`src/rtl/level_sensor_debounce_sequencer_assert.svh`:
```
// assertion macros shared by the level sensor debounce sequencer rtl
// all macros sample on clk and are held off while rst_n is low
`ifndef LEVEL_SENSOR_DEBOUNCE_SEQUENCER_ASSERT_SVH
`define LEVEL_SENSOR_DEBOUNCE_SEQUENCER_ASSERT_SVH

// expression must hold at every clock edge out of reset
`define LSDS_ASSERT_ALWAYS(lbl, expr) \
  lbl: assert property (@(posedge clk) disable iff (!rst_n) (expr)) \
    else $error("lsds invariant violated");

// consequent must hold in the same cycle as the antecedent
`define LSDS_ASSERT_IMPL(lbl, ante, cons) \
  lbl: assert property (@(posedge clk) disable iff (!rst_n) (ante) |-> (cons)) \
    else $error("lsds implication violated");

// consequent must hold in the cycle after the antecedent
`define LSDS_ASSERT_NEXT(lbl, ante, cons) \
  lbl: assert property (@(posedge clk) disable iff (!rst_n) (ante) |=> (cons)) \
    else $error("lsds next-cycle check violated");

`endif

```
`src/rtl/lsds_pkg.sv`:
```
package lsds_pkg;

  // sensor and time geometry
  localparam int SENSOR_COUNT = 7;
  localparam int TIME_BITS    = 32;
  localparam int LEVEL_W      = $clog2(SENSOR_COUNT + 1);
  localparam int DEB_W        = 16;
  localparam int OP_W         = 2;
  localparam int DIR_W        = 2;

  // operation codes
  localparam logic [OP_W-1:0] OP_SAMPLE = 2'd0;
  localparam logic [OP_W-1:0] OP_CHECK  = 2'd1;
  localparam logic [OP_W-1:0] OP_CLEAR  = 2'd2;
  localparam logic [OP_W-1:0] OP_SPARE  = 2'd3;

  // direction codes
  localparam logic [DIR_W-1:0] DIR_IDLE  = 2'd0;
  localparam logic [DIR_W-1:0] DIR_FILL  = 2'd1;
  localparam logic [DIR_W-1:0] DIR_EMPTY = 2'd2;
  localparam logic [DIR_W-1:0] DIR_ERROR = 2'd3;

  // stream widths, padded to whole bytes
  localparam int IN_DATA_BITS  = SENSOR_COUNT + TIME_BITS;
  localparam int IN_DATA_W     = ((IN_DATA_BITS + 7) / 8) * 8;
  localparam int OUT_DATA_BITS = SENSOR_COUNT + 2 * LEVEL_W + DIR_W + 4 + TIME_BITS;
  localparam int OUT_DATA_W    = ((OUT_DATA_BITS + 7) / 8) * 8;

  // configuration port
  localparam int CFG_ADDR_W = 3;
  localparam int CFG_DATA_W = 32;
  localparam int CFG_IDX_W  = CFG_ADDR_W - 2;
  localparam logic [CFG_IDX_W-1:0] REG_DEBOUNCE = 1'b0;
  localparam logic [DEB_W-1:0] DEB_RESET = 16'd50;

  // command queue
  localparam int FIFO_DEPTH = 2;
  localparam int FIFO_PTR_W = $clog2(FIFO_DEPTH);
  localparam int FIFO_CNT_W = $clog2(FIFO_DEPTH + 1);

  typedef struct packed {
    logic sample;
    logic check;
    logic clear;
  } cmd_kind_t;

  typedef struct packed {
    cmd_kind_t                 kind;
    logic [SENSOR_COUNT-1:0]   raw;
    logic [TIME_BITS-1:0]      now;
  } cmd_t;

  typedef struct packed {
    logic full;
    logic empty;
  } fifo_stat_t;

  typedef struct packed {
    logic [TIME_BITS-1:0]    last_change_ms;
    logic                    tank_empty;
    logic                    tank_full;
    logic                    contiguous_ok;
    logic                    sequence_fault;
    logic [DIR_W-1:0]        direction_state;
    logic [LEVEL_W-1:0]      prior_level;
    logic [LEVEL_W-1:0]      level;
    logic [SENSOR_COUNT-1:0] level_bits;
  } result_t;

endpackage

```
`src/rtl/lsds_front.sv`:
```
module lsds_front (
  input  logic                                in_tvalid,
  output logic                                in_tready,
  input  logic [lsds_pkg::OP_W-1:0]           in_tuser,
  input  logic [lsds_pkg::IN_DATA_W-1:0]      in_tdata,
  input  lsds_pkg::fifo_stat_t                fifo_stat,
  output logic                                push,
  output lsds_pkg::cmd_t                      cmd
);

  // accept whenever the queue has room
  assign in_tready = !fifo_stat.full;
  assign push      = in_tvalid && !fifo_stat.full;

  // classify the operation and unpack the payload; the spare code behaves as a plain sample
  always_comb begin
    cmd.kind = '0;
    unique case (in_tuser)
      lsds_pkg::OP_SAMPLE: cmd.kind.sample = 1'b1;
      lsds_pkg::OP_CHECK: begin
        cmd.kind.sample = 1'b1;
        cmd.kind.check  = 1'b1;
      end
      lsds_pkg::OP_CLEAR: cmd.kind.clear = 1'b1;
      lsds_pkg::OP_SPARE: cmd.kind.sample = 1'b1;
    endcase
    cmd.raw = in_tdata[lsds_pkg::SENSOR_COUNT-1:0];
    cmd.now = in_tdata[lsds_pkg::SENSOR_COUNT +: lsds_pkg::TIME_BITS];
  end

endmodule

```
`src/rtl/lsds_fifo.sv`:
```
module lsds_fifo (
  input  logic                 clk,
  input  logic                 rst_n,
  input  logic                 push,
  input  lsds_pkg::cmd_t       push_cmd,
  input  logic                 pop,
  output lsds_pkg::cmd_t       head_cmd,
  output lsds_pkg::fifo_stat_t stat
);

  lsds_pkg::cmd_t                   mem_r [lsds_pkg::FIFO_DEPTH];
  logic [lsds_pkg::FIFO_PTR_W-1:0]  wr_ptr_r, wr_ptr_nxt;
  logic [lsds_pkg::FIFO_PTR_W-1:0]  rd_ptr_r, rd_ptr_nxt;
  logic [lsds_pkg::FIFO_CNT_W-1:0]  count_r, count_nxt;

  localparam logic [lsds_pkg::FIFO_PTR_W-1:0] PTR_LAST =
    lsds_pkg::FIFO_PTR_W'(lsds_pkg::FIFO_DEPTH - 1);
  localparam logic [lsds_pkg::FIFO_CNT_W-1:0] CNT_FULL =
    lsds_pkg::FIFO_CNT_W'(lsds_pkg::FIFO_DEPTH);

  assign stat.full  = (count_r == CNT_FULL);
  assign stat.empty = (count_r == '0);
  assign head_cmd   = mem_r[rd_ptr_r];

  // pointer and fill count
  always_comb begin
    wr_ptr_nxt = wr_ptr_r;
    rd_ptr_nxt = rd_ptr_r;
    count_nxt  = count_r;
    if (push) begin
      wr_ptr_nxt = (wr_ptr_r == PTR_LAST) ? '0 : wr_ptr_r + 1'b1;
    end
    if (pop) begin
      rd_ptr_nxt = (rd_ptr_r == PTR_LAST) ? '0 : rd_ptr_r + 1'b1;
    end
    priority if (push && !pop) begin
      count_nxt = count_r + 1'b1;
    end else if (pop && !push) begin
      count_nxt = count_r - 1'b1;
    end
  end

  always_ff @(posedge clk) begin
    if (!rst_n) begin
      wr_ptr_r <= '0;
      rd_ptr_r <= '0;
      count_r  <= '0;
    end else begin
      wr_ptr_r <= wr_ptr_nxt;
      rd_ptr_r <= rd_ptr_nxt;
      count_r  <= count_nxt;
    end
  end

  // entry storage
  always_ff @(posedge clk) begin
    if (push) begin
      mem_r[wr_ptr_r] <= push_cmd;
    end
  end

endmodule

```
`src/rtl/lsds_back.sv`:
```
module lsds_back (
  input  logic                          clk,
  input  logic                          rst_n,
  input  lsds_pkg::cmd_t                cmd,
  input  logic                          cmd_empty,
  output logic                          pop,
  input  logic [lsds_pkg::DEB_W-1:0]    debounce_ms,
  output logic                          out_tvalid,
  input  logic                          out_tready,
  output lsds_pkg::result_t             result
);

  localparam int NS = lsds_pkg::SENSOR_COUNT;
  localparam int TB = lsds_pkg::TIME_BITS;
  localparam int LW = lsds_pkg::LEVEL_W;
  localparam logic [LW-1:0] LEVEL_FULL = LW'(NS);

  // sensor state
  logic [NS-1:0]                  raw_prev_r, raw_prev_nxt;
  logic [TB-1:0]                  stable_r [NS];
  logic [TB-1:0]                  stable_nxt [NS];
  logic [NS-1:0]                  deb_r, deb_nxt;
  logic [LW-1:0]                  level_r, level_nxt;
  logic [lsds_pkg::DIR_W-1:0]     dir_r, dir_nxt;
  logic                           fault_r, fault_nxt;
  logic [TB-1:0]                  stamp_r, stamp_nxt;
  logic                           ok;

  // output register
  logic                           out_valid_r;
  lsds_pkg::result_t              result_r, result_nxt;

  logic [TB-1:0]                  threshold;
  logic [TB-1:0]                  elapsed [NS];
  logic [NS-1:0]                  passed;
  logic [NS-1:0]                  deb_sample;
  logic [LW-1:0]                  level_sample;
  logic [NS-1:0]                  expect_mask;

  assign pop        = !cmd_empty && (!out_valid_r || out_tready);
  assign out_tvalid = out_valid_r;
  assign result     = result_r;
  assign threshold  = {{(TB - lsds_pkg::DEB_W){1'b0}}, debounce_ms};

  // per sensor timer restart and debounce
  always_comb begin
    for (int i = 0; i < NS; i++) begin
      stable_nxt[i] = (cmd.raw[i] ^ raw_prev_r[i]) ? cmd.now : stable_r[i];
      elapsed[i]    = cmd.now - stable_nxt[i];
      passed[i]     = elapsed[i] > threshold;
      deb_sample[i] = passed[i] ? cmd.raw[i] : deb_r[i];
    end
  end

  // highest active sensor
  always_comb begin
    level_sample = '0;
    for (int i = 0; i < NS; i++) begin
      if (deb_sample[i]) begin
        level_sample = LW'(i + 1);
      end
    end
  end

  // contiguous pattern for the new level
  always_comb begin
    for (int i = 0; i < NS; i++) begin
      expect_mask[i] = (LW'(i) < level_sample);
    end
  end

  // state update for one item
  always_comb begin
    raw_prev_nxt = raw_prev_r;
    deb_nxt      = deb_r;
    level_nxt    = level_r;
    dir_nxt      = dir_r;
    fault_nxt    = fault_r;
    stamp_nxt    = stamp_r;
    ok           = 1'b1;
    if (cmd.kind.clear) begin
      fault_nxt = 1'b0;
      dir_nxt   = lsds_pkg::DIR_IDLE;
    end else begin
      raw_prev_nxt = cmd.raw;
      deb_nxt      = deb_sample;
      level_nxt    = level_sample;
      if (deb_sample != deb_r) begin
        stamp_nxt = cmd.now;
      end
      // direction tracking
      priority if (level_sample > level_r) begin
        if (dir_r != lsds_pkg::DIR_FILL && dir_r != lsds_pkg::DIR_IDLE) begin
          if (level_r != '0) begin
            dir_nxt   = lsds_pkg::DIR_ERROR;
            fault_nxt = 1'b1;
          end
        end else begin
          dir_nxt = lsds_pkg::DIR_FILL;
        end
      end else if (level_sample < level_r) begin
        if (dir_r != lsds_pkg::DIR_EMPTY && dir_r != lsds_pkg::DIR_IDLE) begin
          dir_nxt   = lsds_pkg::DIR_ERROR;
          fault_nxt = 1'b1;
        end else begin
          dir_nxt = lsds_pkg::DIR_EMPTY;
        end
      end
      if ((level_sample == '0 || level_sample == LEVEL_FULL) && !fault_nxt) begin
        dir_nxt = lsds_pkg::DIR_IDLE;
      end
      // optional contiguity check
      if (cmd.kind.check && (deb_sample != expect_mask)) begin
        ok        = 1'b0;
        fault_nxt = 1'b1;
        dir_nxt   = lsds_pkg::DIR_ERROR;
      end
    end
  end

  // result fields
  always_comb begin
    result_nxt.level_bits      = deb_nxt;
    result_nxt.level           = level_nxt;
    result_nxt.prior_level     = level_r;
    result_nxt.direction_state = dir_nxt;
    result_nxt.sequence_fault  = fault_nxt;
    result_nxt.contiguous_ok   = ok;
    result_nxt.tank_full       = (level_nxt == LEVEL_FULL);
    result_nxt.tank_empty      = (level_nxt == '0);
    result_nxt.last_change_ms  = stamp_nxt;
  end

  // state registers
  always_ff @(posedge clk) begin
    if (!rst_n) begin
      raw_prev_r <= '0;
      for (int i = 0; i < NS; i++) begin
        stable_r[i] <= '0;
      end
      deb_r   <= '0;
      level_r <= '0;
      dir_r   <= lsds_pkg::DIR_IDLE;
      fault_r <= 1'b0;
      stamp_r <= '0;
    end else if (pop) begin
      raw_prev_r <= raw_prev_nxt;
      if (cmd.kind.sample) begin
        for (int i = 0; i < NS; i++) begin
          stable_r[i] <= stable_nxt[i];
        end
      end
      deb_r   <= deb_nxt;
      level_r <= level_nxt;
      dir_r   <= dir_nxt;
      fault_r <= fault_nxt;
      stamp_r <= stamp_nxt;
    end
  end

  // output valid
  always_ff @(posedge clk) begin
    if (!rst_n) begin
      out_valid_r <= 1'b0;
    end else if (pop) begin
      out_valid_r <= 1'b1;
    end else if (out_tready) begin
      out_valid_r <= 1'b0;
    end
  end

  // output payload
  always_ff @(posedge clk) begin
    if (pop) begin
      result_r <= result_nxt;
    end
  end

  `include "level_sensor_debounce_sequencer_assert.svh"

  // fault flag and error state always move together
  `LSDS_ASSERT_ALWAYS(a_fault_is_error, fault_r == (dir_r == lsds_pkg::DIR_ERROR))
  // no debounced sensor above the level
  `LSDS_ASSERT_ALWAYS(a_nothing_above_level, (deb_r >> level_r) == '0)
  // level zero means every sensor dry
  `LSDS_ASSERT_IMPL(a_empty_is_dry, level_r == '0, deb_r == '0)
  // a clear item leaves the fault cleared
  `LSDS_ASSERT_NEXT(a_clear_drops_fault, pop && cmd.kind.clear, !fault_r)

endmodule

```
`src/rtl/level_sensor_debounce_sequencer.sv`:
```
// level sensor debounce sequencer
// in_*  : stream of items, in_tuser = operation (sample, sample with contiguity
//         check, clear fault), in_tdata = raw sensor bits and millisecond stamp
// out_* : one result item per input item, in input order
// cfg_* : apb-style register port, one register (debounce_ms at address 0)
// an item is decoded by the front end and queued in a two-entry command queue;
// the back end debounces all sensors in parallel, updates level, direction
// and fault, and loads the result register in the cycle it pops the queue
// an accepted item is written into the queue, popped from its head and registered
// into the result register; the back end takes one item per cycle unless out_tready
// stalls it; a stalled out_tready holds the result register; the queue then fills
// and in_tready drops after two more items
// reset (synchronous, rst_n low): queue empty, no result pending, all sensor
// timers, debounced bits, level, direction and fault cleared, debounce_ms 50
module level_sensor_debounce_sequencer (
  input  logic                                  clk,
  input  logic                                  rst_n,
  // input stream
  input  logic                                  in_tvalid,
  output logic                                  in_tready,
  input  logic [lsds_pkg::OP_W-1:0]             in_tuser,  // operation[1:0]
  input  logic [lsds_pkg::IN_DATA_W-1:0]        in_tdata,  // sensor_bits[6:0],
                                                           // now_ms[38:7], zero pad
  // result stream
  output logic                                  out_tvalid,
  input  logic                                  out_tready,
  output logic [lsds_pkg::OUT_DATA_W-1:0]       out_tdata, // level_bits[6:0],
                                                           // level[9:7],
                                                           // prior_level[12:10],
                                                           // direction_state[14:13],
                                                           // sequence_fault[15],
                                                           // contiguous_ok[16],
                                                           // tank_full[17],
                                                           // tank_empty[18],
                                                           // last_change_ms[50:19],
                                                           // zero pad
  // configuration port
  input  logic                                  cfg_psel,
  input  logic                                  cfg_penable,
  input  logic                                  cfg_pwrite,
  input  logic [lsds_pkg::CFG_ADDR_W-1:0]       cfg_paddr,
  input  logic [lsds_pkg::CFG_DATA_W-1:0]       cfg_pwdata,
  output logic [lsds_pkg::CFG_DATA_W-1:0]       cfg_prdata,
  output logic                                  cfg_pready
);

  logic [lsds_pkg::DEB_W-1:0]     debounce_r, debounce_nxt;
  logic [lsds_pkg::CFG_IDX_W-1:0] cfg_idx;
  logic                           cfg_wr;

  lsds_pkg::fifo_stat_t           fifo_stat;
  lsds_pkg::cmd_t                 push_cmd, head_cmd;
  logic                           push, pop;
  lsds_pkg::result_t              result;

  // register port
  assign cfg_pready = 1'b1;
  assign cfg_idx    = cfg_paddr[lsds_pkg::CFG_ADDR_W-1:2];
  assign cfg_wr     = cfg_psel && cfg_penable && cfg_pwrite && cfg_pready;

  always_comb begin
    debounce_nxt = debounce_r;
    if (cfg_wr && cfg_idx == lsds_pkg::REG_DEBOUNCE) begin
      debounce_nxt = cfg_pwdata[lsds_pkg::DEB_W-1:0];
    end
  end

  always_comb begin
    cfg_prdata = '0;
    if (cfg_idx == lsds_pkg::REG_DEBOUNCE) begin
      cfg_prdata = {{(lsds_pkg::CFG_DATA_W - lsds_pkg::DEB_W){1'b0}}, debounce_r};
    end
  end

  always_ff @(posedge clk) begin
    if (!rst_n) begin
      debounce_r <= lsds_pkg::DEB_RESET;
    end else begin
      debounce_r <= debounce_nxt;
    end
  end

  // decode and accept
  lsds_front u_front (
    .in_tvalid (in_tvalid),
    .in_tready (in_tready),
    .in_tuser  (in_tuser),
    .in_tdata  (in_tdata),
    .fifo_stat (fifo_stat),
    .push      (push),
    .cmd       (push_cmd)
  );

  // command queue
  lsds_fifo u_fifo (
    .clk      (clk),
    .rst_n    (rst_n),
    .push     (push),
    .push_cmd (push_cmd),
    .pop      (pop),
    .head_cmd (head_cmd),
    .stat     (fifo_stat)
  );

  // debounce, level and direction
  lsds_back u_back (
    .clk         (clk),
    .rst_n       (rst_n),
    .cmd         (head_cmd),
    .cmd_empty   (fifo_stat.empty),
    .pop         (pop),
    .debounce_ms (debounce_r),
    .out_tvalid  (out_tvalid),
    .out_tready  (out_tready),
    .result      (result)
  );

  // pack result fields, lowest first
  assign out_tdata = {{(lsds_pkg::OUT_DATA_W - lsds_pkg::OUT_DATA_BITS){1'b0}}, result};

endmodule

```
`config.mk`:
```
export PLATFORM = sky130hd
export DESIGN_NAME = level_sensor_debounce_sequencer
export DESIGN_NICKNAME = d
export VERILOG_FILES = /design/src/rtl/lsds_pkg.sv /design/src/rtl/lsds_front.sv /design/src/rtl/lsds_fifo.sv /design/src/rtl/lsds_back.sv /design/src/rtl/level_sensor_debounce_sequencer.sv
export VERILOG_INCLUDE_DIRS = /design/src /design/src/rtl
export SDC_FILE = /design/constraint.sdc
export NUM_CORES = 1
export LEC_CHECK = 0
export BUFFER_PORTS_ARGS = -buffer_cell sky130_fd_sc_hd__buf_4
export CAP_MARGIN = 20
export CORE_MARGIN = 5
export CORE_UTILIZATION = 38
export DETAILED_ROUTE_END_ITERATION = 16
export GPL_TIMING_DRIVEN = 0
export PLACE_DENSITY = 0.51
export RECOVER_POWER = 50
export SETUP_SLACK_MARGIN = 0.3
export SLEW_MARGIN = 20
export SYNTH_ARGS = -nofsm -noshare
export SYNTH_HDL_FRONTEND = slang
export SYNTH_SLANG_ARGS = --single-unit
```
`constraint.sdc`:
```
create_clock -name clk -period 27.1 [get_ports clk]
set_input_delay 2.71 -clock clk [delete_from_list [all_inputs] [get_ports clk]]
set_output_delay 2.71 -clock clk [all_outputs]
set_load 0.05 [all_outputs]
```
==> results by group <==
Status
  • Status: complete, but fails checks
  • Failing checks: capacitance limit, slew limit

Setup path
  • Slowest cell on the critical path: clkbuf_1
  • CP arrival: 14.85 ns
  • Worst Path Max Fanout: 13
  • CP Class: flip-flop to flip-flop
  • Worst path max stage delay: 1.09 ns
  • CP required: 27.48 ns
  • CP startpoint kind: flip-flop
  • CP endpoint kind: flip-flop
  • Crit-path most repeated cell: clkbuf_1

Route
  • DRC viols: 0
  • Initial drt markers: 3584
  • WL final: 152.3 mm
  • Final ANT Viol Nets: 0
  • Via total after detailed routing: 35010
  • Detailed Routing Iterations Pass 1: 7
  • Post-DR wirelength/cell: 26.08 um
  • Via density: 5.995

Timing
  • Final Critical Period: 14.47 ns
  • Worst-margin pin slew: 2.377 ns
  • Final Skew: 0.03991 ns
  • RSZ-0062 raised after global routing: false
  • Final Worst Setup Slack: 12.63 ns
  • Final Cycle Share: 53.40%
  • Min Hold Slack: 0.4530 ns
  • Setup Viol. Count Final: 0
  • Slew Limit Fails: 96
  • Final hold vios: 0
  • Max-slew headroom: -58.46%
  • Fmax: 0.06910 GHz

Floorplanning
  • I/O pin count: 175
  • Die Ht: 318.3 um
  • Die X: 318.3 um
  • Core ar.: 94730 um2
  • Starting Density: 38.12%
  • Row cnt: 113
  • Die Footprint: 101300 um2

Synth
  • Syn_area_per_cell: 8.441 um2
  • Yosys reg bits: 433
  • Count of different cell masters after synthesis: 113
  • EDFF count, synth: 359
  • Dominant synthesized flop cell: edfxtp_1
  • Sequential element share of the synthesized area: 33.96%
  • Fraction of registers with async set or reset after synthesis: 0%
  • Mapped cell area: 36110 um2
  • Post-Synthesis Cells: 4278
  • Synth area leaders: edfxtp_1 (30%), ha_1 (10%), nor2_1 (6.6%)
  • Yosys top cell area share: 29.85%
  • Dominant cell type by area after synthesis: edfxtp_1
  • Synth warn: 0

Clock tree
  • Hold buffer count at cts: 0
  • Resize count post-CTS: 0
  • CTS Buffer Depth: 3
  • Worst-Skew Late Latency: 0.69 ns
  • CTS tree: done
  • Post-CTS Setup Bufs: 0
  • Clock sinks: 433
  • Clock slew at reported path FFs: 0.06 ns
  • TritonCTS Buffers: 57
  • H-Tree Depth: 2
  • Clock root cell: clkbuf_16

Global routing
  • Global-route usage over all layers: 28.58%
  • Vias in the first global route: 32226
  • Largest net degree at the start of global routing: 42
  • Initial antenna violation count: 5
  • First-pass GRT wire length: 219.1 mm
  • GR Overflow Total: 0

Finish
  • Most common cell after layout, fill and taps aside: nor2_1
  • Fin util: 43.74%
  • Design area: 41430 um2
  • Synth-to-layout area growth: 14.74%
  • Share of layout cells above drive strength 1: 7.499%
  • Nets@finish: 4910
  • Most frequent cells in the layout: nor2_1 (633), a21oi_1 (465), edfxtp_1 (359)

Placement
  • Area after DPL: 39970 um2
  • Worst slack, placed: 15.69 ns
  • RePlAce Congestion: 0.9441
  • Dpl hpwl: 114.2 mm
  • I/O Buffers: 132

Min path
  • Min-Delay Path Class: flip-flop to flip-flop

Job
  • Max Cap Viol: 4
==> flip-flops by register name, summed over array words and instances (netlist names), named ones only <==
name / flops
u_fifo.rd_ptr_r: 1
u_back.stamp_r: 32
u_back.deb_r: 7
debounce_r: 16
u_back.result: 51
u_back.stable_r: 224
u_fifo.wr_ptr_r: 1
u_back.out_tvalid: 1
u_fifo.count_r: 2
u_back.dir_r: 2
u_back.fault_r: 1
u_back.raw_prev_r: 7
u_back.level_r: 3
u_fifo.mem_r: 84
==> path summary, 6_finish.rpt <==
check	start	end	slack [ns]	cells past startpoint
worst max-delay path	flip-flop	u_back.result[13]	12.63	43
worst min-delay path	debounce_r[2]	debounce_r[2]	0.45	2
worst max register to register	flip-flop	u_back.result[13]	12.63	43
worst min register to register	debounce_r[2]	debounce_r[2]	0.45	2
==> area by class of cell <==
class,instances,area (um2)
clock buffer,68,1549
clock inverter,39,456.7
timing repair buffer,169,1416
fill,9669,53290
tap,1265,1583
buffer,252,1120
antenna,1,2.502
sequential,433,12260
inverter,148,556.8
multi-input combinational,3465,22490
==> cells in the mapped netlist (all sizes together), types with 9 or more instances <==
cell type / number
a2111oi: 31
a211o: 15
a211oi: 94
a21boi: 11
a21o: 106
a21oi: 466
a221oi: 12
a22oi: 10
a311oi: 11
a31o: 10
a31oi: 45
and2: 24
and3: 23
and4: 11
buf: 89
clkbuf: 163
dfxtp: 74
edfxtp: 359
ha: 296
inv: 147
mux2: 10
mux2i: 66
nand2: 346
nand2b: 38
nand3: 119
nand3b: 11
nand4: 72
nor2: 634
nor2b: 33
nor3: 81
nor4: 27
o2111ai: 12
o211ai: 32
o21a: 37
o21ai: 273
o21bai: 37
o221ai: 11
o22ai: 19
o31ai: 57
or2: 10
or3: 14
or4: 9
xnor2: 136
xor2: 71
==> layer usage <==
| metal | up-vias | track usage (%) | part of all wire, % |
|---|---|---|---|
| li1 | 16365 | - | - |
| met1 | 17015 | 40.89 | 45 |
| met2 | 1382 | 43.91 | 43 |
| met3 | 248 | 3.756 | 7.0 |
| met4 | 0 | 11.41 | 4.8 |
| met5 | - | 0 | 0 |
==> cells by family after synthesis <==
family          Yosys count  share of synthesized area, %
flops                   433                         33.96
simple gates           1473                         18.42
fa+ha+maj               307                         10.68
compound gates         1379                         24.35
other cells               2                       0.02080
xor+xnor                207                         5.114
mux                      77                         2.755
buf+inv                 400                         4.712
==> through the flow <==
stage,setup TNS [ns],cells
after floorplan,0,4298
after global placement,-683.64,5695
after detailed placement,0,5732
after CTS,0,5839
after global routing,0,5839
final,0,5840
==> critical path, delay by kind of cell, from the launching register on <==
family | cells | cell delay (ns)
AND/OR/NAND/NOR | 8 | 1.42
AO/OA/AOI/OAI | 20 | 4.59
adder cells (fa/ha/maj) | 4 | 1.21
buffers and inverters | 8 | 5.07
XOR/XNOR | 1 | 0.14
multiplexers | 2 | 1.41
flip-flops | 1 | 0.30
Power is not shown: default switching activity piles up to over one toggle a cycle in this logic, so the estimate is an artifact.
